$ cat config.mk
export PLATFORM = sky130hd
export DESIGN_NAME = cnpq_queue
export DESIGN_NICKNAME = d
export VERILOG_FILES = /design/src/cnpq_pkg.sv /design/src/cnpq_queue.sv
export SDC_FILE = /design/constraint.sdc
export NUM_CORES = 1
export LEC_CHECK = 0
export BUFFER_PORTS_ARGS = -buffer_cell sky130_fd_sc_hd__buf_2
export CAP_MARGIN = 20
export CORE_ASPECT_RATIO = 0.6
export CORE_MARGIN = 1.5
export CORE_UTILIZATION = 32
export DETAILED_ROUTE_END_ITERATION = 10
export GPL_ROUTABILITY_DRIVEN = 0
export HOLD_SLACK_MARGIN = 0.02
export PLACE_DENSITY = 0.55
export SETUP_SLACK_MARGIN = 0.3
export SLEW_MARGIN = 30
export SYNTH_ARGS = -nofsm -noshare
export SYNTH_HDL_FRONTEND = slang
export SYNTH_SLANG_ARGS = --single-unit
$ cat constraint.sdc
create_clock -name clk -period 25 [get_ports clk]
set_clock_uncertainty 0.05 [all_clocks]
set_input_delay 3.75 -clock clk [delete_from_list [all_inputs] [get_ports clk]]
set_output_delay 3.75 -clock clk [all_outputs]
set_load 0.02 [all_outputs]
$ cat src/cnpq_pkg.sv
`default_nettype none

package cnpq_pkg;

  localparam int COORD_W = 32;
  localparam int FRAC_W  = 16;
  localparam int GRAD_W  = FRAC_W + 2;
  localparam int RAD_W   = COORD_W - 1;
  localparam int EPS_W   = FRAC_W;
  localparam int PROD_W  = 2 * COORD_W;
  localparam int EXT_W   = COORD_W + 4;
  localparam int LEN_W   = COORD_W;
  localparam int T_W     = 32;
  localparam int DQ_W    = 34;
  localparam int QDEPTH  = 4;
  localparam int QPTR_W  = 2;
  localparam int QCNT_W  = 3;

  localparam logic [2:0] REG_SEG_START_X = 3'd0;
  localparam logic [2:0] REG_SEG_START_Y = 3'd1;
  localparam logic [2:0] REG_SEG_END_X   = 3'd2;
  localparam logic [2:0] REG_SEG_END_Y   = 3'd3;
  localparam logic [2:0] REG_RADIUS      = 3'd4;
  localparam logic [2:0] REG_GRAD_EPS    = 3'd5;
  localparam logic [2:0] REG_FALLBACK_X  = 3'd6;
  localparam logic [2:0] REG_FALLBACK_Y  = 3'd7;

  localparam logic [FRAC_W:0] GRAD_ONE = (FRAC_W + 1)'(1) << FRAC_W;

  localparam logic signed [EXT_W-1:0] DIFF_MAX_X  = EXT_W'(64'sd2147483647);
  localparam logic signed [EXT_W-1:0] DIFF_MIN_X  = -EXT_W'(64'sd2147483647);
  localparam logic signed [EXT_W-1:0] COORD_MAX_X = EXT_W'(64'sd2147483647);
  localparam logic signed [EXT_W-1:0] COORD_MIN_X = -EXT_W'(64'sd2147483648);

  typedef enum logic [1:0] {
    CLS_END,
    CLS_START,
    CLS_LERP
  } cls_t;

  typedef struct packed {
    logic signed [COORD_W-1:0] sx;
    logic signed [COORD_W-1:0] sy;
    logic signed [COORD_W-1:0] ex;
    logic signed [COORD_W-1:0] ey;
    logic [RAD_W-1:0]          rad;
    logic [EPS_W-1:0]          eps;
    logic signed [GRAD_W-1:0]  fnx;
    logic signed [GRAD_W-1:0]  fny;
  } cfg_t;

  typedef struct packed {
    cls_t                      cls;
    logic signed [COORD_W-1:0] px;
    logic signed [COORD_W-1:0] py;
    logic signed [COORD_W-1:0] dx;
    logic signed [COORD_W-1:0] dy;
    logic [PROD_W-1:0]         num;
    logic [PROD_W-1:0]         den;
  } qent_t;

  typedef struct packed {
    cls_t                      cls;
    logic signed [COORD_W-1:0] px;
    logic signed [COORD_W-1:0] py;
    logic signed [COORD_W-1:0] dx;
    logic signed [COORD_W-1:0] dy;
  } td_side_t;

  typedef struct packed {
    logic signed [EXT_W-1:0]   cx;
    logic signed [EXT_W-1:0]   cy;
    logic signed [COORD_W-1:0] ex;
    logic signed [COORD_W-1:0] ey;
  } sq_side_t;

  typedef struct packed {
    logic signed [EXT_W-1:0] cx;
    logic signed [EXT_W-1:0] cy;
    logic                    sgn_x;
    logic                    sgn_y;
    logic [LEN_W-1:0]        len;
    logic [3:0]              ovf;
  } fd_side_t;

  // differences clamp symmetrically to +-(2^31-1)
  function automatic logic signed [COORD_W-1:0] sat_diff(input logic signed [EXT_W-1:0] v);
    if (v > DIFF_MAX_X) begin
      return DIFF_MAX_X[COORD_W-1:0];
    end else if (v < DIFF_MIN_X) begin
      return DIFF_MIN_X[COORD_W-1:0];
    end else begin
      return v[COORD_W-1:0];
    end
  endfunction

  function automatic logic signed [COORD_W-1:0] sat_coord(input logic signed [EXT_W-1:0] v);
    if (v > COORD_MAX_X) begin
      return COORD_MAX_X[COORD_W-1:0];
    end else if (v < COORD_MIN_X) begin
      return COORD_MIN_X[COORD_W-1:0];
    end else begin
      return v[COORD_W-1:0];
    end
  endfunction

  // input never reaches -2^31 after saturation
  function automatic logic [COORD_W-2:0] mag31(input logic signed [COORD_W-1:0] v);
    logic signed [COORD_W-1:0] n;
    n = -v;
    return v[COORD_W-1] ? n[COORD_W-2:0] : v[COORD_W-2:0];
  endfunction

endpackage

`default_nettype wire

$ cat src/cnpq_queue.sv
`default_nettype none

module cnpq_queue import cnpq_pkg::*; (
  input  logic  clk,
  input  logic  rst_n,
  input  logic  in_valid,
  output logic  in_ready,
  input  qent_t in_data,
  output logic  out_valid,
  input  logic  out_ready,
  output qent_t out_data
);

  qent_t             mem_r [QDEPTH];
  logic [QPTR_W-1:0] wr_ptr_r, rd_ptr_r;
  logic [QCNT_W-1:0] count_r;
  logic              push, pop;

  assign in_ready  = count_r != QCNT_W'(QDEPTH);
  assign out_valid = count_r != '0;
  assign out_data  = mem_r[rd_ptr_r];
  assign push      = in_valid && in_ready;
  assign pop       = out_valid && out_ready;

  always_ff @(posedge clk) begin
    if (!rst_n) begin
      wr_ptr_r <= '0;
      rd_ptr_r <= '0;
      count_r  <= '0;
    end else begin
      if (push) begin
        wr_ptr_r <= wr_ptr_r + 1'b1;
      end
      if (pop) begin
        rd_ptr_r <= rd_ptr_r + 1'b1;
      end
      if (push && !pop) begin
        count_r <= count_r + 1'b1;
      end else if (pop && !push) begin
        count_r <= count_r - 1'b1;
      end
    end
  end

  always_ff @(posedge clk) begin
    if (push) begin
      mem_r[wr_ptr_r] <= in_data;
    end
  end

  a_count_bound: assert property (@(posedge clk) disable iff (!rst_n)
    count_r <= QCNT_W'(QDEPTH))
    else $error("queue fill count beyond depth");

  a_push_grows: assert property (@(posedge clk) disable iff (!rst_n)
    (push && !pop) |=> count_r == $past(count_r) + 1'b1)
    else $error("queue count did not grow on push");

  a_pop_shrinks: assert property (@(posedge clk) disable iff (!rst_n)
    (pop && !push) |=> count_r == $past(count_r) - 1'b1)
    else $error("queue count did not shrink on pop");

endmodule

`default_nettype wire

# After elaboration in Yosys (flattened, before gate mapping)
# Memory sizes are Yosys's and may differ from the RTL's. A register that Yosys moved wholly into a read port is not among the register bits.
# Index checks and enable logic that the tools add are counted.
[word_totals]
output_inout_bits = 260
memories = 1
ramBits = 1032
wordCells = 23
ff_bits = 7
input_bits = 262
[mem_list]
columns = ["name", "words", "width", "rd", "rd_ports_with_merged_regs", "write_ports", "line", "text"]
rows = [
  ["mem_r", 4, 258, 1, 1, 1, "cnpq_queue.sv:14", "qent_t mem_r [QDEPTH];"],
]
[op_classes]
n_eq_ne = 1
n_mux = 6
reduce_logical = 8
n_addsub = 4
[op_table]
columns = ["cell", "count"]
rows = [
  ["$mux W3", 2],
  ["$add A2 B1 Y2 const B", 2],
  ["$logic_and A1 B1 Y1", 4],
  ["$mux W2", 2],
  ["$add A3 B1 Y3 const B", 1],
  ["$ne A3 B3 Y1 const B", 1],
  ["$reduce_bool A3 Y1", 1],
  ["$sub A3 B1 Y3 const B", 1],
  ["$logic_not A1 Y1", 2],
  ["$mux W1", 2],
  ["$reduce_bool A2 Y1", 1],
]

# Depth between registers and ports, before layout
# Gate-level depths: netlist (run 1).
[depth]
ltp_word = 6
mapped_depth = 8

# Worst setup path after synthesis (run 1)
# OpenSTA, ideal clock, no wires.
[synth_path]
path_type = "input port to flip-flop"
from = "input in_valid"
to = "memory mem_r[0][0] in the netlist's numbering (enable)"
required_time_ns = 24.298
path_slack_ns = 14.256
arrival_ns = 10.042
setup_time_ns = 0.652
cell_stages = 2
cell_sequence = "a21boi_1 -> and2_1"
[synth_between]
elab_chain_len = 3
[synth_rtl]
columns = ["element", "line", "text"]
rows = [
  ["start, declared", "cnpq_queue.sv:6", "input logic in_valid,"],
  ["$logic_and A1 B1 Y1", "cnpq_queue.sv:22", "assign push = in_valid && in_ready;"],
  ["$mux W1", "cnpq_queue.sv:46", "if (push) begin"],
  ["$mux W1 (implied by the code)", "cnpq_queue.sv:47", "mem_r[wr_ptr_r] <= in_data;"],
  ["end, declared", "cnpq_queue.sv:14", ""],
]
# No other way between the ends.

==> results of run 1 <==
## worst max-delay path, stage by stage, from the launching register on
cell and delay (ns):
dfxtp_4 0.54, buf_12 0.24, buf_4 0.61, buf_4 0.74
buf_4 0.78, mux4_1 0.74, buf_2 0.20
## routing by layer
layer | vias to the layer above | GRT usage
li1 | 7382 | -
met1 | 9034 | 0.177
met2 | 489 | 0.212
met3 | 155 | 0.0411
met4 | 30 | 0.0349
met5 | - | 0
## flip-flops by register name, indices dropped and copies added (netlist names), named ones only
signal and cells:
rd_ptr_r 2, mem_r 1032, wr_ptr_r 2, count_r 3
## placed cells by master (no fill, tap or decap), drive strengths merged, types with 3 or more instances in the layout
cell / netlist / layout
dfxtp: 9 / 9
xnor2: 3 / 3
inv: 3 / 7
ha: 5 / 5
mux4: 258 / 258
clkbuf: 6 / 117
mux2i: 3 / 3
clkinv: 0 / 46
and2: 8 / 8
diode: 0 / 5
buf: 53 / 545
clkinvlp: 0 / 6
edfxtp: 1032 / 1032
nand2: 5 / 5
bufinv: 0 / 8
## layout make-up
type / instances / area (sq um) / area share
well taps: 1584 / 1980 / 0.0434
diodes: 5 / 12.5 / 0.000274
repair buffers: 545 / 2890 / 0.0631
flip-flops and latches: 1041 / 31200 / 0.682
clock buffers: 117 / 2500 / 0.0547
multi-input cells: 293 / 6520 / 0.143
clock inverters: 64 / 618 / 0.0135
inverters: 3 / 11.3 / 0.000246
## power breakdown
part / internal (mW) / leakage (nW) / total (mW) / switching, mW
clock network: 0.804 / 1.50 / 1.45 / 0.647
registers: 2.12 / 9.53 / 2.16 / 0.0449
logic: 0.473 / 4.08 / 1.20 / 0.729
total: 3.40 / 15.1 / 4.82 / 1.42
## how the worst max path moves through the flow
stage / from / endpoint
after floorplan: in_valid / mem_r[0][0]
after global placement: flop / out_data[165]
after global routing: flop / out_data[165]
after detailed placement: flop / out_data[165]
after CTS: flop / out_data[165]
final: flop / out_data[165]
## cell families after synthesis
logic type      share of synthesized area
simple gates                      0.00239
xor+xnor                         0.000918
mux                                 0.164
fa+ha+maj                         0.00216
compound gates                   0.000951
buf+inv                            0.0124
flops                               0.817
## through the flow
step	std cells	cell area, sq um
after floorplan	1396	38200
after global placement	3463	42500
after detailed placement	3465	42500
after CTS	3646	45700
after global routing	3651	45700
final	3652	45700
==> results.md, run 1 <==
- Drc violations: 0
- Core area: 117000 sq um
- H-tree depth: 3
- Worst-Skew Late Latency: 0.68 ns
- CTS tree: built
- Worst Tran Pin Value: 1.13 ns
- First-pass GRT wire length: 121 mm
- Die Y: 270 um
- Synth area leader: edfxtp_1
- Min-Delay Path Class: flop to flop
- Root buf cell: clkbuf_16
- Cts hold-fix bufs: 0
- Worst slew margin: 0.245
- Worst-path clk slew: 0.06 ns
- Worst setup margin: 16.43 ns
- FF-to-FF Start: count_r[0]
- Final net count: 2249
- CP Data Required Time: 21.20 ns
- Post-CTS Setup Inserts: 0
- Overall Power: 4.82 mW
- Initial antenna violation count: 31
- Reg2Reg Depth: 5
- Worst vdd ir: 56.3 uV
- Syn_area_per_cell: 27.3 sq um
- Die ar.: 121000 sq um
- Hold_sp: wr_ptr_r[1]
- Via count: 17.1k
- Yosys reg bits: 1041
- Final HPWL DP: 49.5 mm
- Mapped Nets: 1664
- Max-slew violation count: 0
- Synth warnings: 0
- Row cnt: 97
- FF-to-FF setup slack: 21.04 ns
- RSZ-0062 raised after global routing: no
- Area grow syn2layout: 19.8%
- Critical path fanouts, max: 45
- Reg-to-reg endpoint: mem_r[2][31]
- Seq/Total Area, Yosys: 0.817
- DRT Wirelength: 81.9 mm
- Die X-Extent: 449 um
- Arr. time, crit path: 4.77 ns
- Share of layout cells above drive strength 1: 0.403
- Top-count cell post-synth: edfxtp_1
- Top-area cell type share of the netlist area: 0.812
- Vias in the first global route: 18.0k
- Maximum root-to-sink buffer count: 3
- Min cycle time layout: 8.57 ns
- Min Hold Slack: 0.462 ns
- Leakage: 15.1 nW
- Place WS: 17.05 ns
- Final period utilization: 0.343
- Worst hold path cell count: 2
- Clk sinks: 1041
- Initial core utilization: 0.325
- Fill cell count: 10.6k
- Initial DRT Pass Iterations: 5
- CTS resizes: 0
- GRT Overall Usage: 0.133
- Util after Layout: 0.389
- Syn Inst Count: 1396
- Crit. End Element: primary output
- Post-synth EDFFs: 1032
- Setup TNS: 0 ns
- Ys async rst share: 0
- Final hold vios: 0
- Hold Path Sink: wr_ptr_r[1]
- WL per Instance: 22.4 um
- Cell Pwr Density: 105 nW/um^2
- Metal3 WL: 5.41 mm
- Ranking of synthesized cells by instance count: edfxtp_1, mux4_2, mux4_1, buf_2, buf_6
- Critical path class: flop to primary output
- IO Pins: 522
- Via/cell ratio: 4.68
- Setup violation total in the final timing report: 0
- Aggregate global routing overflow: 0
- Netlist Area Pre-Place: 38200 sq um
- I/O Buffers: 521
- Detailed Route Iter0 Violations: 1059
- CTS buffer count: 97
- Largest net degree at the start of global routing: 127
- Startpoint types: flop
- Primary FF master, synth: edfxtp_1
- Leading post-synthesis cells by cell area: edfxtp_1, mux4_2, mux4_1, buf_6, dfxtp_1
- Routed Antenna Nets: 0
- Library cells used by synthesis: 24
- Fmax: 117 MHz
- WL met1: 35.1 mm
- Status: finished clean
- Met2 Wirelength: 39.3 mm
- Highest Signal Layer: met5
- Max cap viols: 0
No activity file was read; power rests on OpenSTA's default activity.
==> run 2, diff against run 1 <==
==> constraint.sdc (replaced) <==
create_clock -name clk -period 8.6 [get_ports clk]
set_clock_uncertainty 0.05 [all_clocks]
set_input_delay 1.29 -clock clk [delete_from_list [all_inputs] [get_ports clk]]
set_output_delay 1.29 -clock clk [all_outputs]
set_load 0.02 [all_outputs]
==> run 2 against run 1 <==
  * Routed wire length up 1.6%
  * Non-clock buffer count down 3
  * Register-to-register slack worse by 16 ns
  * Critical path type unchanged
  * Largest cell class unchanged
==> results.md, run 2 (synthesized netlist as in run 1, its figures left out) <==
- Placed cell count: 3459
- Crit path cell chain: buf_4 -> buf_4 -> mux4_1 -> buf_2
- Post-CTS Setup Inserts: 0
- Maximum root-to-sink buffer count: 3
- CTS buffer count: 97
- Cts hold-fix bufs: 0
- Min-Delay Path Class: flop to flop
- CP delay by family, top: buffers and inverters
- Via count: 17.1k
- Share of layout cells above drive strength 1: 0.405
- Clk sinks: 1041
- CP Data Required Time: 7.26 ns
- Initial antenna violation count: 29
- Crit. End Element: primary output
- Initial DRT Pass Iterations: 5
- IO Pins: 522
- I/O Buffers: 521
- Final hold vios: 0
- Critical path class: flop to primary output
- Place WS: 4.06 ns
- Regs by FF count: mem_r (1032), count_r (3)
- CP Depth: 4
- Core area: 117000 sq um
- RSZ-0062 raised after global routing: no
- Top reg by flops: mem_r
- Status: finished clean
- Die Y: 270 um
- Worst slew margin: 0.343
- Most frequent cells in the layout: edfxtp_1, buf_2, mux4_2, mux4_1, clkbuf_16
- Die ar.: 121000 sq um
- Largest register FFs: 1032
- Drc violations: 0
- Die X-Extent: 449 um
- Slowest stage cell on the critical path: dfxtp_4
- H-tree depth: 3
- CTS tree: built
- Worst hold path cell count: 2
- Worst stage delay on the critical path: 0.76 ns
- First-pass GRT wire length: 122 mm
- Worst vdd ir: 189 uV
- Fmax: 197 MHz
- Setup violation total in the final timing report: 0
- Most frequent CP cell: buf_4
- Max cap viols: 0
- Detailed Route Iter0 Violations: 1084
- Final period utilization: 0.591
- Reg2Reg Depth: 5
- Setup TNS: 0 ns
- Worst-Skew Late Latency: 0.68 ns
- Max-slew violation count: 0
- Worst Tran Pin Value: 0.986 ns
- Largest net degree at the start of global routing: 133
- Min cycle time layout: 5.08 ns
- Root buf cell: clkbuf_16
- Area grow syn2layout: 20.1%
- Cell Pwr Density: 307 nW/um^2
- Leading cell type in the layout, fill and taps excluded: edfxtp_1
- CP bufs+invs: 3
- Routed Antenna Nets: 0
- Startpoint types: flop
- Worst setup margin: 3.52 ns
- Fill cell count: 10.5k
- Final non-filler cell total: 3647
- Initial core utilization: 0.325
- Vias in the first global route: 18.0k
- Final HPWL DP: 50.0 mm
- DRT Wirelength: 83.3 mm
- Arr. time, crit path: 3.74 ns
- GRT Overall Usage: 0.134
- Via/cell ratio: 4.70
- Final net count: 2246
- CTS resizes: 0
- Aggregate global routing overflow: 0
- Worst-path clk slew: 0.06 ns
- Critical path fanouts, max: 38
- Leakage: 15.2 nW
- Row cnt: 97
- WL per Instance: 22.8 um
==> run 2: cell count changes in the layout (fill, tap and decap cells not counted), sizes merged <==
cell      change
inv           +2
clkbuf        +3
buf           -3
diode         -1
clkinv        -6
bufinv        +1
clkinvlp      -1
==> run 2: cell type report <==
type                    count  area [sq um]  area share
well taps                1584          1980      0.0432
inverters                   3          11.3    0.000246
clock inverters            60           622      0.0136
multi-input cells         293          6520       0.142
flip-flops and latches   1041         31200       0.680
diodes                      4          10.0    0.000218
clock buffers             120          2530      0.0553
repair buffers            542          2980      0.0651
==> run 2: power by group <==
group,internal [mW],switching (mW)
registers,6.16,0.151
clock network,2.39,1.88
logic,1.38,2.12
==> run 2: worst reg2reg max path: cells and delay by family (launching register included) <==
family	cells	cell delay, ns
buffers and inverters	2	0.81
AO/OA/AOI/OAI	1	0.55
flip-flops	1	0.46
AND/OR/NAND/NOR	2	0.87
==> run 2: worst paths after layout <==
| path | to | slack, ns | startpoint |
|---|---|---|---|
| max | out_data[207] | 3.52 | flop |
| min | wr_ptr_r[0] | 0.47 | wr_ptr_r[0] |
| max reg2reg | mem_r[0][176] | 5.30 | count_r[0] |
| min reg2reg | wr_ptr_r[0] | 0.47 | wr_ptr_r[0] |
==> run 2: per-stage QoR <==
stage          total power, mW  hold WS [ns]  utilization  cell area (sq um)
2_1_floorplan             8.90         0.418            -              38200
3_3_place_gp              9.94         0.427        0.362              42600
3_5_place_dp              9.99         0.466        0.362              42600
4_1_cts                   14.3         0.475        0.389              45700
5_1_grt                   14.7         0.498        0.390              45800
6_report                  14.1         0.470        0.390              45800
==> run 2: layer usage <==
layer / vias up / share of wire / track usage
met2: 462 / 0.47 / 0.211
li1: 7366 / - / -
met1: 9119 / 0.44 / 0.182
met3: 149 / 0.066 / 0.0428
met5: - / 0.0024 / 0
met4: 32 / 0.020 / 0.0331
